## src/hw/rtl/led_pixel_current_limit_encoder_unit_defines.svh

```systemverilog
// Assertion helpers for the encoder datapath RTL (lpcle_dp).
// They expect clk and rst_n in the scope of use.
`ifndef LED_PIXEL_CURRENT_LIMIT_ENCODER_UNIT_DEFINES_SVH
`define LED_PIXEL_CURRENT_LIMIT_ENCODER_UNIT_DEFINES_SVH

// Same-cycle implication.
`define LPCLE_ASSERT_IMP(lbl, ante, cons, msg) \
  lbl: assert property (@(posedge clk) disable iff (!rst_n) (ante) |-> (cons)) \
    else $error(msg);

// Next-cycle implication.
`define LPCLE_ASSERT_NXT(lbl, ante, cons, msg) \
  lbl: assert property (@(posedge clk) disable iff (!rst_n) (ante) |=> (cons)) \
    else $error(msg);

`endif

```

## src/hw/rtl/lpcle_pkg.sv

```systemverilog
package lpcle_pkg;

  typedef enum logic [3:0] {
    S_IDLE,
    S_DISPATCH,
    S_MUL,
    S_ACC,
    S_EMIT,
    S_EST,
    S_CMP,
    S_DIV
  } state_t;

  typedef enum logic [3:0] {
    OP_NONE,
    OP_LOAD,
    OP_MUL,
    OP_ACC,
    OP_SHIFT,
    OP_EST,
    OP_DIV_START,
    OP_SCALE_UP,
    OP_HALVE_ONE,
    OP_HALVE_DIV
  } dp_op_t;

  typedef enum logic [1:0] {
    CH_GREEN,
    CH_RED,
    CH_BLUE
  } ch_t;

  typedef enum logic [1:0] {
    PH_GAIN,
    PH_TRIM,
    PH_LEVEL,
    PH_SCALE
  } mul_ph_t;

  typedef enum logic [1:0] {
    REG_OUTPUT_GAIN,
    REG_CHANNEL_FULL_CURRENT,
    REG_IDLE_CURRENT_PER_LED,
    REG_FRAME_CURRENT_BUDGET
  } cfg_reg_t;

  typedef struct packed {
    dp_op_t  op;
    ch_t     ch;
    mul_ph_t ph;
  } cmd_t;

  typedef struct packed {
    logic idx_ok;
    logic frame_end;
    logic last_sym;
    logic over_budget;
    logic can_div;
    logic div_done;
  } sts_t;

  localparam logic [16:0] SCALE_ONE   = 17'd65536;
  localparam logic [16:0] SCALE_FLOOR = 17'd3277;
  localparam logic [16:0] SCALE_STEP  = 17'd3277;
  localparam logic [13:0] TOTAL_MAX   = 14'd16383;
  localparam logic [3:0]  TICKS_LONG  = 4'd8;
  localparam logic [3:0]  TICKS_SHORT = 4'd4;
  localparam logic [4:0]  LAST_SYM    = 5'd23;
  localparam logic [3:0]  MUL_LAST    = 4'd11;

  localparam int DIV_NUM_W = 40;
  localparam int DIV_DEN_W = 26;
  localparam int DIV_CNT_W = 6;
  localparam logic [DIV_CNT_W-1:0] DIV_LAST = DIV_CNT_W'(DIV_NUM_W - 1);

endpackage

```

## src/hw/rtl/led_pixel_current_limit_encoder_unit.sv

```systemverilog
// Serial RGB LED pixel encoder with frame current limiting.
// Input stream: one beat per pixel; in_tlast marks the last pixel of a frame.
// Output stream: 24 symbol beats per pixel in range (green, red, blue, MSB first);
//   out_tlast marks the final symbol of a frame. A pixel index at or above LED_COUNT
//   gives no beats.
// Configuration: cfg_wr_en writes cfg_wdata to register cfg_index at the clock edge
//   (0 output gain, 1 channel full current, 2 idle current per LED, 3 frame budget);
//   write only while the block is idle.
// Sequence: one pixel at a time. After the input beat the pixel passes a dispatch
//   state, four steps per channel on the shared scaling multiplier and an
//   accumulate state before its first symbol is valid. On a frame end the scale
//   update runs an estimate and a compare state, and when over budget with a nonzero
//   code total and the budget above the idle current also the bit-serial divider.
// Reset (rst_n low, synchronous): registers to their defaults, frame scale to 1.0,
//   code total to zero.
// A stalled receiver holds the current symbol; no new pixel is taken until the
//   last symbol of the current one has been accepted.
module led_pixel_current_limit_encoder_unit
  import lpcle_pkg::*;
#(
  parameter int LED_COUNT = 14
) (
  input  logic        clk,
  input  logic        rst_n,
  input  logic        in_tvalid,
  output logic        in_tready,
  // [7:0] pixel_index, [15:8] base_red, [23:16] base_green, [31:24] base_blue,
  // [47:32] level, [56:48] pixel_trim, [63:57] zero
  input  logic [63:0] in_tdata,
  input  logic        in_tlast,
  output logic        out_tvalid,
  input  logic        out_tready,
  // [0] bit_value, [4:1] high_ticks, [8:5] low_ticks, [13:9] symbol_number,
  // [14] last_of_pixel, [15] zero
  output logic [15:0] out_tdata,
  output logic        out_tlast,
  input  logic        cfg_wr_en,
  input  logic [1:0]  cfg_index,
  input  logic [15:0] cfg_wdata
);

  cmd_t       cmd;
  sts_t       sts;
  logic       bit_value;
  logic [3:0] high_ticks;
  logic [3:0] low_ticks;
  logic [4:0] symbol_number;
  logic       last_of_pixel;

  lpcle_ctrl u_ctrl (
    .clk        (clk),
    .rst_n      (rst_n),
    .in_tvalid  (in_tvalid),
    .in_tready  (in_tready),
    .out_tvalid (out_tvalid),
    .out_tready (out_tready),
    .sts        (sts),
    .cmd        (cmd)
  );

  lpcle_dp #(
    .LED_COUNT (LED_COUNT)
  ) u_dp (
    .clk               (clk),
    .rst_n             (rst_n),
    .cmd               (cmd),
    .sts               (sts),
    .in_pixel_index    (in_tdata[7:0]),
    .in_base_red       (in_tdata[15:8]),
    .in_base_green     (in_tdata[23:16]),
    .in_base_blue      (in_tdata[31:24]),
    .in_level          (in_tdata[47:32]),
    .in_pixel_trim     (in_tdata[56:48]),
    .in_frame_end      (in_tlast),
    .cfg_wr_en         (cfg_wr_en),
    .cfg_index         (cfg_index),
    .cfg_wdata         (cfg_wdata),
    .out_bit_value     (bit_value),
    .out_high_ticks    (high_ticks),
    .out_low_ticks     (low_ticks),
    .out_symbol_number (symbol_number),
    .out_last_of_pixel (last_of_pixel),
    .out_last_of_frame (out_tlast)
  );

  assign out_tdata = {1'b0, last_of_pixel, symbol_number, low_ticks, high_ticks, bit_value};

endmodule

```

## src/hw/rtl/lpcle_div.sv

```systemverilog
module lpcle_div
  import lpcle_pkg::*;
(
  input  logic                 clk,
  input  logic                 rst_n,
  input  logic                 start,
  input  logic [DIV_NUM_W-1:0] num,
  input  logic [DIV_DEN_W-1:0] den,
  output logic                 done,
  output logic [DIV_NUM_W-1:0] quot
);

  logic                 busy_r, busy_nxt;
  logic                 done_r, done_nxt;
  logic [DIV_CNT_W-1:0] cnt_r, cnt_nxt;
  logic [DIV_NUM_W-1:0] num_r, num_nxt;
  logic [DIV_DEN_W-1:0] den_r, den_nxt;
  logic [DIV_DEN_W-1:0] rem_r, rem_nxt;
  logic [DIV_DEN_W:0]   rem_sh;
  logic [DIV_DEN_W:0]   rem_diff;
  logic                 ge;

  // Restoring division, one quotient bit per cycle; num_r turns into the quotient.
  always_comb begin
    rem_sh   = {rem_r, num_r[DIV_NUM_W-1]};
    rem_diff = rem_sh - {1'b0, den_r};
    ge       = rem_sh >= {1'b0, den_r};
    busy_nxt = busy_r;
    done_nxt = 1'b0;
    cnt_nxt  = cnt_r;
    num_nxt  = num_r;
    den_nxt  = den_r;
    rem_nxt  = rem_r;
    if (start) begin
      busy_nxt = 1'b1;
      cnt_nxt  = '0;
      num_nxt  = num;
      den_nxt  = den;
      rem_nxt  = '0;
    end else if (busy_r) begin
      num_nxt = {num_r[DIV_NUM_W-2:0], ge};
      rem_nxt = ge ? rem_diff[DIV_DEN_W-1:0] : rem_sh[DIV_DEN_W-1:0];
      cnt_nxt = cnt_r + 1'b1;
      if (cnt_r == DIV_LAST) begin
        busy_nxt = 1'b0;
        done_nxt = 1'b1;
      end
    end
  end

  always_ff @(posedge clk) begin
    if (!rst_n) begin
      busy_r <= 1'b0;
      done_r <= 1'b0;
      cnt_r  <= '0;
    end else begin
      busy_r <= busy_nxt;
      done_r <= done_nxt;
      cnt_r  <= cnt_nxt;
    end
  end

  always_ff @(posedge clk) begin
    num_r <= num_nxt;
    den_r <= den_nxt;
    rem_r <= rem_nxt;
  end

  assign done = done_r;
  assign quot = num_r;

endmodule

```

## src/hw/rtl/lpcle_ctrl.sv

```systemverilog
module lpcle_ctrl
  import lpcle_pkg::*;
(
  input  logic clk,
  input  logic rst_n,
  input  logic in_tvalid,
  output logic in_tready,
  output logic out_tvalid,
  input  logic out_tready,
  input  sts_t sts,
  output cmd_t cmd
);

  state_t     state_r, state_nxt;
  logic [3:0] step_r, step_nxt;

  always_comb begin
    state_nxt = state_r;
    step_nxt  = step_r;
    unique case (state_r)
      S_IDLE: begin
        if (in_tvalid) state_nxt = S_DISPATCH;
      end
      S_DISPATCH: begin
        if (sts.idx_ok)         state_nxt = S_MUL;
        else if (sts.frame_end) state_nxt = S_EST;
        else                    state_nxt = S_IDLE;
        step_nxt = '0;
      end
      S_MUL: begin
        step_nxt = step_r + 1'b1;
        if (step_r == MUL_LAST) state_nxt = S_ACC;
      end
      S_ACC: begin
        state_nxt = S_EMIT;
      end
      S_EMIT: begin
        if (out_tready && sts.last_sym) state_nxt = sts.frame_end ? S_EST : S_IDLE;
      end
      S_EST: begin
        state_nxt = S_CMP;
      end
      S_CMP: begin
        state_nxt = (sts.over_budget && sts.can_div) ? S_DIV : S_IDLE;
      end
      S_DIV: begin
        if (sts.div_done) state_nxt = S_IDLE;
      end
      default: state_nxt = S_IDLE;
    endcase
  end

  always_comb begin
    in_tready  = 1'b0;
    out_tvalid = 1'b0;
    cmd.op     = OP_NONE;
    cmd.ch     = ch_t'(step_r[3:2]);
    cmd.ph     = mul_ph_t'(step_r[1:0]);
    unique case (state_r)
      S_IDLE: begin
        in_tready = 1'b1;
        if (in_tvalid) cmd.op = OP_LOAD;
      end
      S_DISPATCH: cmd.op = OP_NONE;
      S_MUL:      cmd.op = OP_MUL;
      S_ACC:      cmd.op = OP_ACC;
      S_EMIT: begin
        out_tvalid = 1'b1;
        if (out_tready) cmd.op = OP_SHIFT;
      end
      S_EST: cmd.op = OP_EST;
      S_CMP: begin
        if (!sts.over_budget) cmd.op = OP_SCALE_UP;
        else if (sts.can_div) cmd.op = OP_DIV_START;
        else                  cmd.op = OP_HALVE_ONE;
      end
      S_DIV: begin
        if (sts.div_done) cmd.op = OP_HALVE_DIV;
      end
      default: cmd.op = OP_NONE;
    endcase
  end

  always_ff @(posedge clk) begin
    if (!rst_n) begin
      state_r <= S_IDLE;
      step_r  <= '0;
    end else begin
      state_r <= state_nxt;
      step_r  <= step_nxt;
    end
  end

endmodule

```

## src/hw/rtl/lpcle_dp.sv

```systemverilog
`include "led_pixel_current_limit_encoder_unit_defines.svh"

module lpcle_dp
  import lpcle_pkg::*;
#(
  parameter int LED_COUNT = 14
) (
  input  logic        clk,
  input  logic        rst_n,
  input  cmd_t        cmd,
  output sts_t        sts,
  input  logic [7:0]  in_pixel_index,
  input  logic [7:0]  in_base_red,
  input  logic [7:0]  in_base_green,
  input  logic [7:0]  in_base_blue,
  input  logic [15:0] in_level,
  input  logic [8:0]  in_pixel_trim,
  input  logic        in_frame_end,
  input  logic        cfg_wr_en,
  input  logic [1:0]  cfg_index,
  input  logic [15:0] cfg_wdata,
  output logic        out_bit_value,
  output logic [3:0]  out_high_ticks,
  output logic [3:0]  out_low_ticks,
  output logic [4:0]  out_symbol_number,
  output logic        out_last_of_pixel,
  output logic        out_last_of_frame
);

  localparam logic [7:0] LedCnt = 8'(LED_COUNT);

  // configuration
  logic [15:0] gain_r, gain_nxt;
  logic [11:0] cfc_r, cfc_nxt;
  logic [11:0] idle_r, idle_nxt;
  logic [15:0] budget_r, budget_nxt;

  // frame state
  logic [16:0] scale_r, scale_nxt;
  logic [13:0] total_r, total_nxt;
  logic [4:0]  sym_cnt_r, sym_cnt_nxt;
  logic        fend_r, fend_nxt;
  logic        idx_ok_r, idx_ok_nxt;

  // pixel payload
  logic [7:0]  red_r, green_r, blue_r;
  logic [15:0] level_r;
  logic [8:0]  trim_r;
  logic [49:0] acc_r, acc_nxt;
  logic [23:0] codes_r, codes_nxt;
  logic [25:0] lit_r, lit_nxt;
  logic [19:0] quiet_r, quiet_nxt;

  logic [32:0] mul_a;
  logic [16:0] mul_b;
  logic [49:0] prod;
  logic [7:0]  color;
  logic [10:0] rnd;
  logic [7:0]  code;
  logic [14:0] sum;
  logic [27:0] quiet255;
  logic [28:0] est255;
  logic [23:0] budget255;
  logic        over_budget;
  logic        can_div;
  logic [15:0] headroom;
  logic [23:0] head255;
  logic        div_start;
  logic        div_done;
  logic [DIV_NUM_W-1:0] quot;
  logic [17:0] target;
  logic [18:0] half_sum;
  logic [17:0] half;
  logic [17:0] step_sum;

  always_comb begin
    unique case (cmd.ch)
      CH_GREEN: color = green_r;
      CH_RED:   color = red_r;
      default:  color = blue_r;
    endcase
    unique case (cmd.ph)
      PH_GAIN: begin
        mul_a = {25'b0, color};
        mul_b = {1'b0, gain_r};
      end
      PH_TRIM: begin
        mul_a = acc_r[32:0];
        mul_b = {8'b0, trim_r};
      end
      PH_LEVEL: begin
        mul_a = acc_r[32:0];
        mul_b = {1'b0, level_r};
      end
      default: begin
        mul_a = acc_r[48:16];
        mul_b = scale_r;
      end
    endcase
    prod = {17'b0, mul_a} * {33'b0, mul_b};
    rnd  = {1'b0, prod[49:40]} + {10'b0, prod[39]};
    code = (|rnd[10:8]) ? 8'hFF : rnd[7:0];
  end

  always_comb begin
    sum = {1'b0, total_r} + {7'b0, codes_r[23:16]} + {7'b0, codes_r[15:8]}
        + {7'b0, codes_r[7:0]};
    quiet255  = {quiet_r, 8'b0} - {8'b0, quiet_r};
    est255    = {3'b0, lit_r} + {1'b0, quiet255};
    budget255 = {budget_r, 8'b0} - {8'b0, budget_r};
    over_budget = est255 > {5'b0, budget255};
    can_div   = ({4'b0, budget_r} > quiet_r) && (lit_r != '0);
    headroom  = budget_r - quiet_r[15:0];
    head255   = {headroom, 8'b0} - {8'b0, headroom};
    div_start = cmd.op == OP_DIV_START;

    if (cmd.op == OP_HALVE_ONE)  target = {1'b0, SCALE_ONE};
    else if (|quot[DIV_NUM_W-1:17]) target = 18'h20000;
    else                         target = {1'b0, quot[16:0]};
    half_sum = {2'b0, scale_r} + {1'b0, target};
    half     = half_sum[18:1];
    step_sum = {1'b0, scale_r} + {1'b0, SCALE_STEP};
  end

  always_comb begin
    gain_nxt    = gain_r;
    cfc_nxt     = cfc_r;
    idle_nxt    = idle_r;
    budget_nxt  = budget_r;
    scale_nxt   = scale_r;
    total_nxt   = total_r;
    sym_cnt_nxt = sym_cnt_r;
    fend_nxt    = fend_r;
    idx_ok_nxt  = idx_ok_r;
    acc_nxt     = acc_r;
    codes_nxt   = codes_r;
    lit_nxt     = lit_r;
    quiet_nxt   = quiet_r;

    if (cfg_wr_en) begin
      unique case (cfg_reg_t'(cfg_index))
        REG_OUTPUT_GAIN:          gain_nxt   = cfg_wdata;
        REG_CHANNEL_FULL_CURRENT: cfc_nxt    = cfg_wdata[11:0];
        REG_IDLE_CURRENT_PER_LED: idle_nxt   = cfg_wdata[11:0];
        REG_FRAME_CURRENT_BUDGET: budget_nxt = cfg_wdata;
        default:                  gain_nxt   = gain_r;
      endcase
    end

    case (cmd.op) inside
      OP_LOAD: begin
        idx_ok_nxt  = in_pixel_index < LedCnt;
        fend_nxt    = in_frame_end;
        sym_cnt_nxt = '0;
      end
      OP_MUL: begin
        acc_nxt = prod;
        if (cmd.ph == PH_SCALE) begin
          unique case (cmd.ch)
            CH_GREEN: codes_nxt[23:16] = code;
            CH_RED:   codes_nxt[15:8]  = code;
            default:  codes_nxt[7:0]   = code;
          endcase
        end
      end
      OP_ACC: begin
        total_nxt = (sum > {1'b0, TOTAL_MAX}) ? TOTAL_MAX : sum[13:0];
      end
      OP_SHIFT: begin
        codes_nxt   = {codes_r[22:0], 1'b0};
        sym_cnt_nxt = (sym_cnt_r == LAST_SYM) ? '0 : sym_cnt_r + 1'b1;
      end
      OP_EST: begin
        lit_nxt   = {12'b0, total_r} * {14'b0, cfc_r};
        quiet_nxt = {12'b0, LedCnt} * {8'b0, idle_r};
      end
      OP_SCALE_UP: begin
        if (scale_r < SCALE_ONE)
          scale_nxt = (step_sum > {1'b0, SCALE_ONE}) ? SCALE_ONE : step_sum[16:0];
        total_nxt = '0;
      end
      OP_HALVE_ONE, OP_HALVE_DIV: begin
        if (half > {1'b0, SCALE_ONE})        scale_nxt = SCALE_ONE;
        else if (half < {1'b0, SCALE_FLOOR}) scale_nxt = SCALE_FLOOR;
        else                                 scale_nxt = half[16:0];
        total_nxt = '0;
      end
      default: ;
    endcase
  end

  always_ff @(posedge clk) begin
    if (!rst_n) begin
      gain_r    <= 16'd65535;
      cfc_r     <= 12'd320;
      idle_r    <= 12'd16;
      budget_r  <= 16'd8000;
      scale_r   <= SCALE_ONE;
      total_r   <= '0;
      sym_cnt_r <= '0;
      fend_r    <= 1'b0;
      idx_ok_r  <= 1'b0;
    end else begin
      gain_r    <= gain_nxt;
      cfc_r     <= cfc_nxt;
      idle_r    <= idle_nxt;
      budget_r  <= budget_nxt;
      scale_r   <= scale_nxt;
      total_r   <= total_nxt;
      sym_cnt_r <= sym_cnt_nxt;
      fend_r    <= fend_nxt;
      idx_ok_r  <= idx_ok_nxt;
    end
  end

  always_ff @(posedge clk) begin
    if (cmd.op == OP_LOAD) begin
      red_r   <= in_base_red;
      green_r <= in_base_green;
      blue_r  <= in_base_blue;
      level_r <= in_level;
      trim_r  <= in_pixel_trim;
    end
    acc_r   <= acc_nxt;
    codes_r <= codes_nxt;
    lit_r   <= lit_nxt;
    quiet_r <= quiet_nxt;
  end

  lpcle_div u_div (
    .clk   (clk),
    .rst_n (rst_n),
    .start (div_start),
    .num   ({head255, 16'b0}),
    .den   (lit_r),
    .done  (div_done),
    .quot  (quot)
  );

  assign sts.idx_ok      = idx_ok_r;
  assign sts.frame_end   = fend_r;
  assign sts.last_sym    = sym_cnt_r == LAST_SYM;
  assign sts.over_budget = over_budget;
  assign sts.can_div     = can_div;
  assign sts.div_done    = div_done;

  assign out_bit_value     = codes_r[23];
  assign out_high_ticks    = codes_r[23] ? TICKS_LONG : TICKS_SHORT;
  assign out_low_ticks     = codes_r[23] ? TICKS_SHORT : TICKS_LONG;
  assign out_symbol_number = sym_cnt_r;
  assign out_last_of_pixel = sym_cnt_r == LAST_SYM;
  assign out_last_of_frame = (sym_cnt_r == LAST_SYM) && fend_r;

  `LPCLE_ASSERT_IMP(a_scale_range, 1'b1,
                    (scale_r >= SCALE_FLOOR) && (scale_r <= SCALE_ONE),
                    "frame scale left its range")
  `LPCLE_ASSERT_NXT(a_total_clear,
                    (cmd.op == OP_SCALE_UP) || (cmd.op == OP_HALVE_ONE) || (cmd.op == OP_HALVE_DIV),
                    total_r == '0, "code total not cleared after frame update")
  `LPCLE_ASSERT_IMP(a_sym_range, 1'b1, sym_cnt_r <= LAST_SYM, "symbol counter overran")

endmodule
```

## config.mk

```make
export PLATFORM = sky130hd
export DESIGN_NAME = led_pixel_current_limit_encoder_unit
export DESIGN_NICKNAME = d
export VERILOG_FILES = /design/src/hw/rtl/lpcle_pkg.sv /design/src/hw/rtl/led_pixel_current_limit_encoder_unit.sv /design/src/hw/rtl/lpcle_div.sv /design/src/hw/rtl/lpcle_ctrl.sv /design/src/hw/rtl/lpcle_dp.sv
export VERILOG_INCLUDE_DIRS = /design/src /design/src/hw/rtl
export SDC_FILE = /design/constraint.sdc
export NUM_CORES = 2
export LEC_CHECK = 0
export BUFFER_PORTS_ARGS = -buffer_cell sky130_fd_sc_hd__buf_2
export CAP_MARGIN = 20
export CORE_AREA = 2 2 393 395
export DETAILED_ROUTE_END_ITERATION = 16
export DIE_AREA = 0 0 395 397
export PLACE_DENSITY = 0.46
export REMOVE_ABC_BUFFERS = 1
export SYNTH_ARGS = -nofsm -noshare
export SYNTH_HDL_FRONTEND = slang
export SYNTH_SLANG_ARGS = --single-unit
```

## constraint.sdc

```tcl
create_clock -name clk -period 14.35 [get_ports clk]
set_clock_uncertainty 0.15 [all_clocks]
set_input_delay 2.87 -clock clk [delete_from_list [all_inputs] [get_ports clk]]
set_output_delay 2.87 -clock clk [all_outputs]
set_load 0.005 [all_outputs]
```

==> flow_summary.toml <==
[drt]
drtIter0Drc = 2377
detail_route.wl_per_cell_um = 20.1
via_count = 35800
drt-pass1-iter-count = 5
routed_wirelength_um = 145000
remaining_drc_errors = 0
route.antenna.remaining_nets = 0
drt-vias-per-instance = 4.97

[critical_path]
critPathBufInv = 5
worstPathArrival_ns = 11.85
critPathCapture = "u_dp.codes_r[2]$_DFFE_PP_"
r2r_end = "u_dp.codes_r[2]$_DFFE_PP_"
critical-path-top-cell-by-count = "fa_1"
regToRegSetupSlack_ns = 2.74
critPathMaxStageDelay_ns = 0.92
timing.critical_path.to_type = "register"
criticalPathCategory = "reg2reg"
critical_path_maximum_fanout = 16
crit-reg2reg-launch = "u_ctrl.step_r[0]$_SDFFE_PN0P_"
critical_path.startpoint = "u_ctrl.step_r[0]$_SDFFE_PN0P_"
critical_path_cell_count = 31
crit_slowest_cell = "o31ai_1"
critPathLaunchType = "register"
r2r.worst_path.cells = 31
critical-path-top-delay-family = "adder cells"
required_ns = 14.59

[clock_network]
cts_setup_buffers = 0
clk-insertion-delay-late_ns = 0.66
ctsResizeCount = 0
cts_hold_buffers = 0
h-tree-depth = 2
cts-root-to-sink-buffers = 3
tritoncts_clock_tree = "yes"
cts_sinks = 364
root_buffer = "clkbuf_16"
clk_pin_slew_ns = 0.06
tritoncts.num_buffers = 47

[status]
outcome = "complete, no violations"

[sta]
worst_slew_pin_slew_ns = 1.12
setup_viol = 0
slew_viol_final = 0
hold_slack_ns = 0.323
fmax_mhz = 86.1
period_needed_ns = 11.61
final.setup.tns_ns = 0
slew_hr_pct = 24.0
post-route-period-util_pct = 80.9
grt_setup_unrepaired = "no"
report.final.hold_viol_count = 0

[grt]
antenna_found_initial = 2
gr-total-overflow = 0
grt_max_degree = 94
grt_first_pass_wirelength_um = 223000
grtUsageTotal_pct = 18.5
vias_in_the_first_global_route = 36500

[floorplanning]
die-width_um = 395
dieHeight_um = 397
placement_rows = 144
initial_utilization_pct = 29.7
core_area_um2 = 153000
fp.dieArea_um2 = 157000
top_level_i_o_count = 107

[layout]
commonest_non_fill_non_tap_cells_in_the_layout = "nand2_1, inv_1, fa_1, ha_1, nor2_1"
post_route_cells_drive_above_1_share_pct = 6.20
fin_nets = 6167
mostFrequentLayoutCell = "nand2_1"
area_delta_synth_final_pct = 9.95
fillers = 16100

[logic_synthesis]
yosys_reg_bits = 364
post_synth_instance_area_um2 = 45500
synth-main-ff-cell = "edfxtp_1"
ys_warn_count = 0
netlist-cell-type-count = 102
synth_sequential_area_ratio_pct = 20.7
async_reset_ff_share_pct = 0
netlist_instances = 5113
syn_avg_cell_area_um2 = 8.89
synth_enable_flop_cells = 213

[placement]
gp_congestion = 0.874
hpwlAfterDp_um = 113000
portBuffers = 93

[pwr]
irDropWorstVdd_v = 0.000253
p_leak_nw = 22.3
power-per-cell-area_nw_per_um2 = 115
p_total_mw = 5.73

[worst_hold_path]
min-delay-path-class = "reg2reg"

[flow_run]
timing.max_cap.violations = 0
## per-stage QoR
step	area (µm²)	instances	util, %	worst slack, ns
floorplan	44600	4898	-	3.09
global placement	48200	7095	31.5	2.76
detailed placement	48300	7097	31.6	2.67
CTS	50000	7184	32.7	2.57
global route	50000	7188	32.7	2.17
finish	50000	7189	32.7	2.74
## synthesized netlist by cell type (all sizes together) (18+ instances only)
cell type | number | area share (%)
a22oi | 24 | 0.40
buf | 25 | 0.38
clkbuf | 192 | 1.6
and2 | 126 | 1.7
o211ai | 21 | 0.38
inv | 723 | 6.0
o21a | 73 | 1.2
nand3 | 100 | 1.1
nor3 | 65 | 0.72
o21ai | 212 | 2.3
xnor2 | 143 | 2.8
or3 | 31 | 0.43
and3 | 32 | 0.44
nor2b | 64 | 0.88
nor4 | 28 | 0.39
nand2b | 40 | 0.55
fa | 616 | 27
dfxtp | 151 | 6.6
a31oi | 38 | 0.52
edfxtp | 213 | 14
nor2 | 305 | 2.5
nand4 | 28 | 0.39
mux2i | 46 | 1.0
o21bai | 18 | 0.30
a21oi | 222 | 2.5
ha | 357 | 9.8
xor2 | 60 | 1.2
a211oi | 21 | 0.40
a21o | 66 | 1.1
nand2 | 849 | 7.0
## cell families (layout without fill, tap and decap cells)
kind of cell             count (synthesis)  after routing  share of synthesized area [%]
XOR/XNOR                               203            203                           3.91
AO/OA/AOI/OAI                          851            851                           12.1
other                                    1              6                        0.00825
buffers and inverters                  943            970                           7.99
AND/OR/NAND/NOR                       1720           1720                           17.1
multiplexers                            58             58                           1.31
flip-flops                             364            364                           20.7
adder cells (fa/ha/maj)                973            973                           36.9
## flip-flops by register name, summed over array words and instances (netlist names), 8 cells and up
name	count
u_dp.blue_r	8
u_dp.codes_r	24
u_dp.u_div.quot	40
u_dp.green_r	8
u_dp.red_r	8
u_dp.total_r	14
u_dp.idle_r	12
u_dp.cfc_r	12
u_dp.u_div.den_r	26
u_dp.acc_r	49
u_dp.budget_r	16
u_dp.lit_r	26
u_dp.quiet_r	15
u_dp.trim_r	9
u_dp.level_r	16
u_dp.scale_r	17
u_dp.u_div.rem_r	26
u_dp.gain_r	16
## worst min path at each step
stage | start | end | cells after the start
6_report | u_dp.gain_r[10]$_SDFFE_PN1P_ | u_dp.gain_r[10]$_SDFFE_PN1P_ | 2
5_1_grt | u_dp.gain_r[10]$_SDFFE_PN1P_ | u_dp.gain_r[10]$_SDFFE_PN1P_ | 2
4_1_cts | u_dp.gain_r[10]$_SDFFE_PN1P_ | u_dp.gain_r[10]$_SDFFE_PN1P_ | 2
3_5_place_dp | u_dp.gain_r[11]$_SDFFE_PN1P_ | u_dp.gain_r[11]$_SDFFE_PN1P_ | 2
3_3_place_gp | u_dp.gain_r[10]$_SDFFE_PN1P_ | u_dp.gain_r[10]$_SDFFE_PN1P_ | 2
2_1_floorplan | u_dp.gain_r[0]$_SDFFE_PN1P_ | u_dp.gain_r[0]$_SDFFE_PN1P_ | 2
## cell type report
class	count	area, µm²	share of cell area (%)
Inverter	724	2720	5.43
Clock buffer	58	1280	2.56
Tap cell	2044	2560	5.11
Antenna cell	1	2.50	0.00500
Multi-Input combinational cell	3810	32600	65.2
Clock inverter	29	407	0.813
Sequential cell	364	9420	18.8
Timing Repair Buffer	159	993	1.99
## tightest hold or removal path, cell delays in order, from the launching register on
cell     delay (ns)
dfxtp_1        0.31
nand2_1        0.05
nand3_1        0.06
## routing by layer
layer / GRT usage, % / vias up / routed length (µm)
li1: - / 16700 / -
met1: 26.0 / 18000 / 67100
met2: 30.0 / 849 / 66300
met3: 2.56 / 170 / 7910
met4: 4.37 / 0 / 3380
met5: 0 / - / 0
## power breakdown
part           leakage [nW]  internal (mW)  switching [mW]  total, mW
Combinational          18.3           1.31            1.79       3.10
Sequential             3.21           1.28          0.0369       1.32
Clock                 0.813          0.783           0.520       1.30
Note: power is estimated with default switching activity, not from simulation.
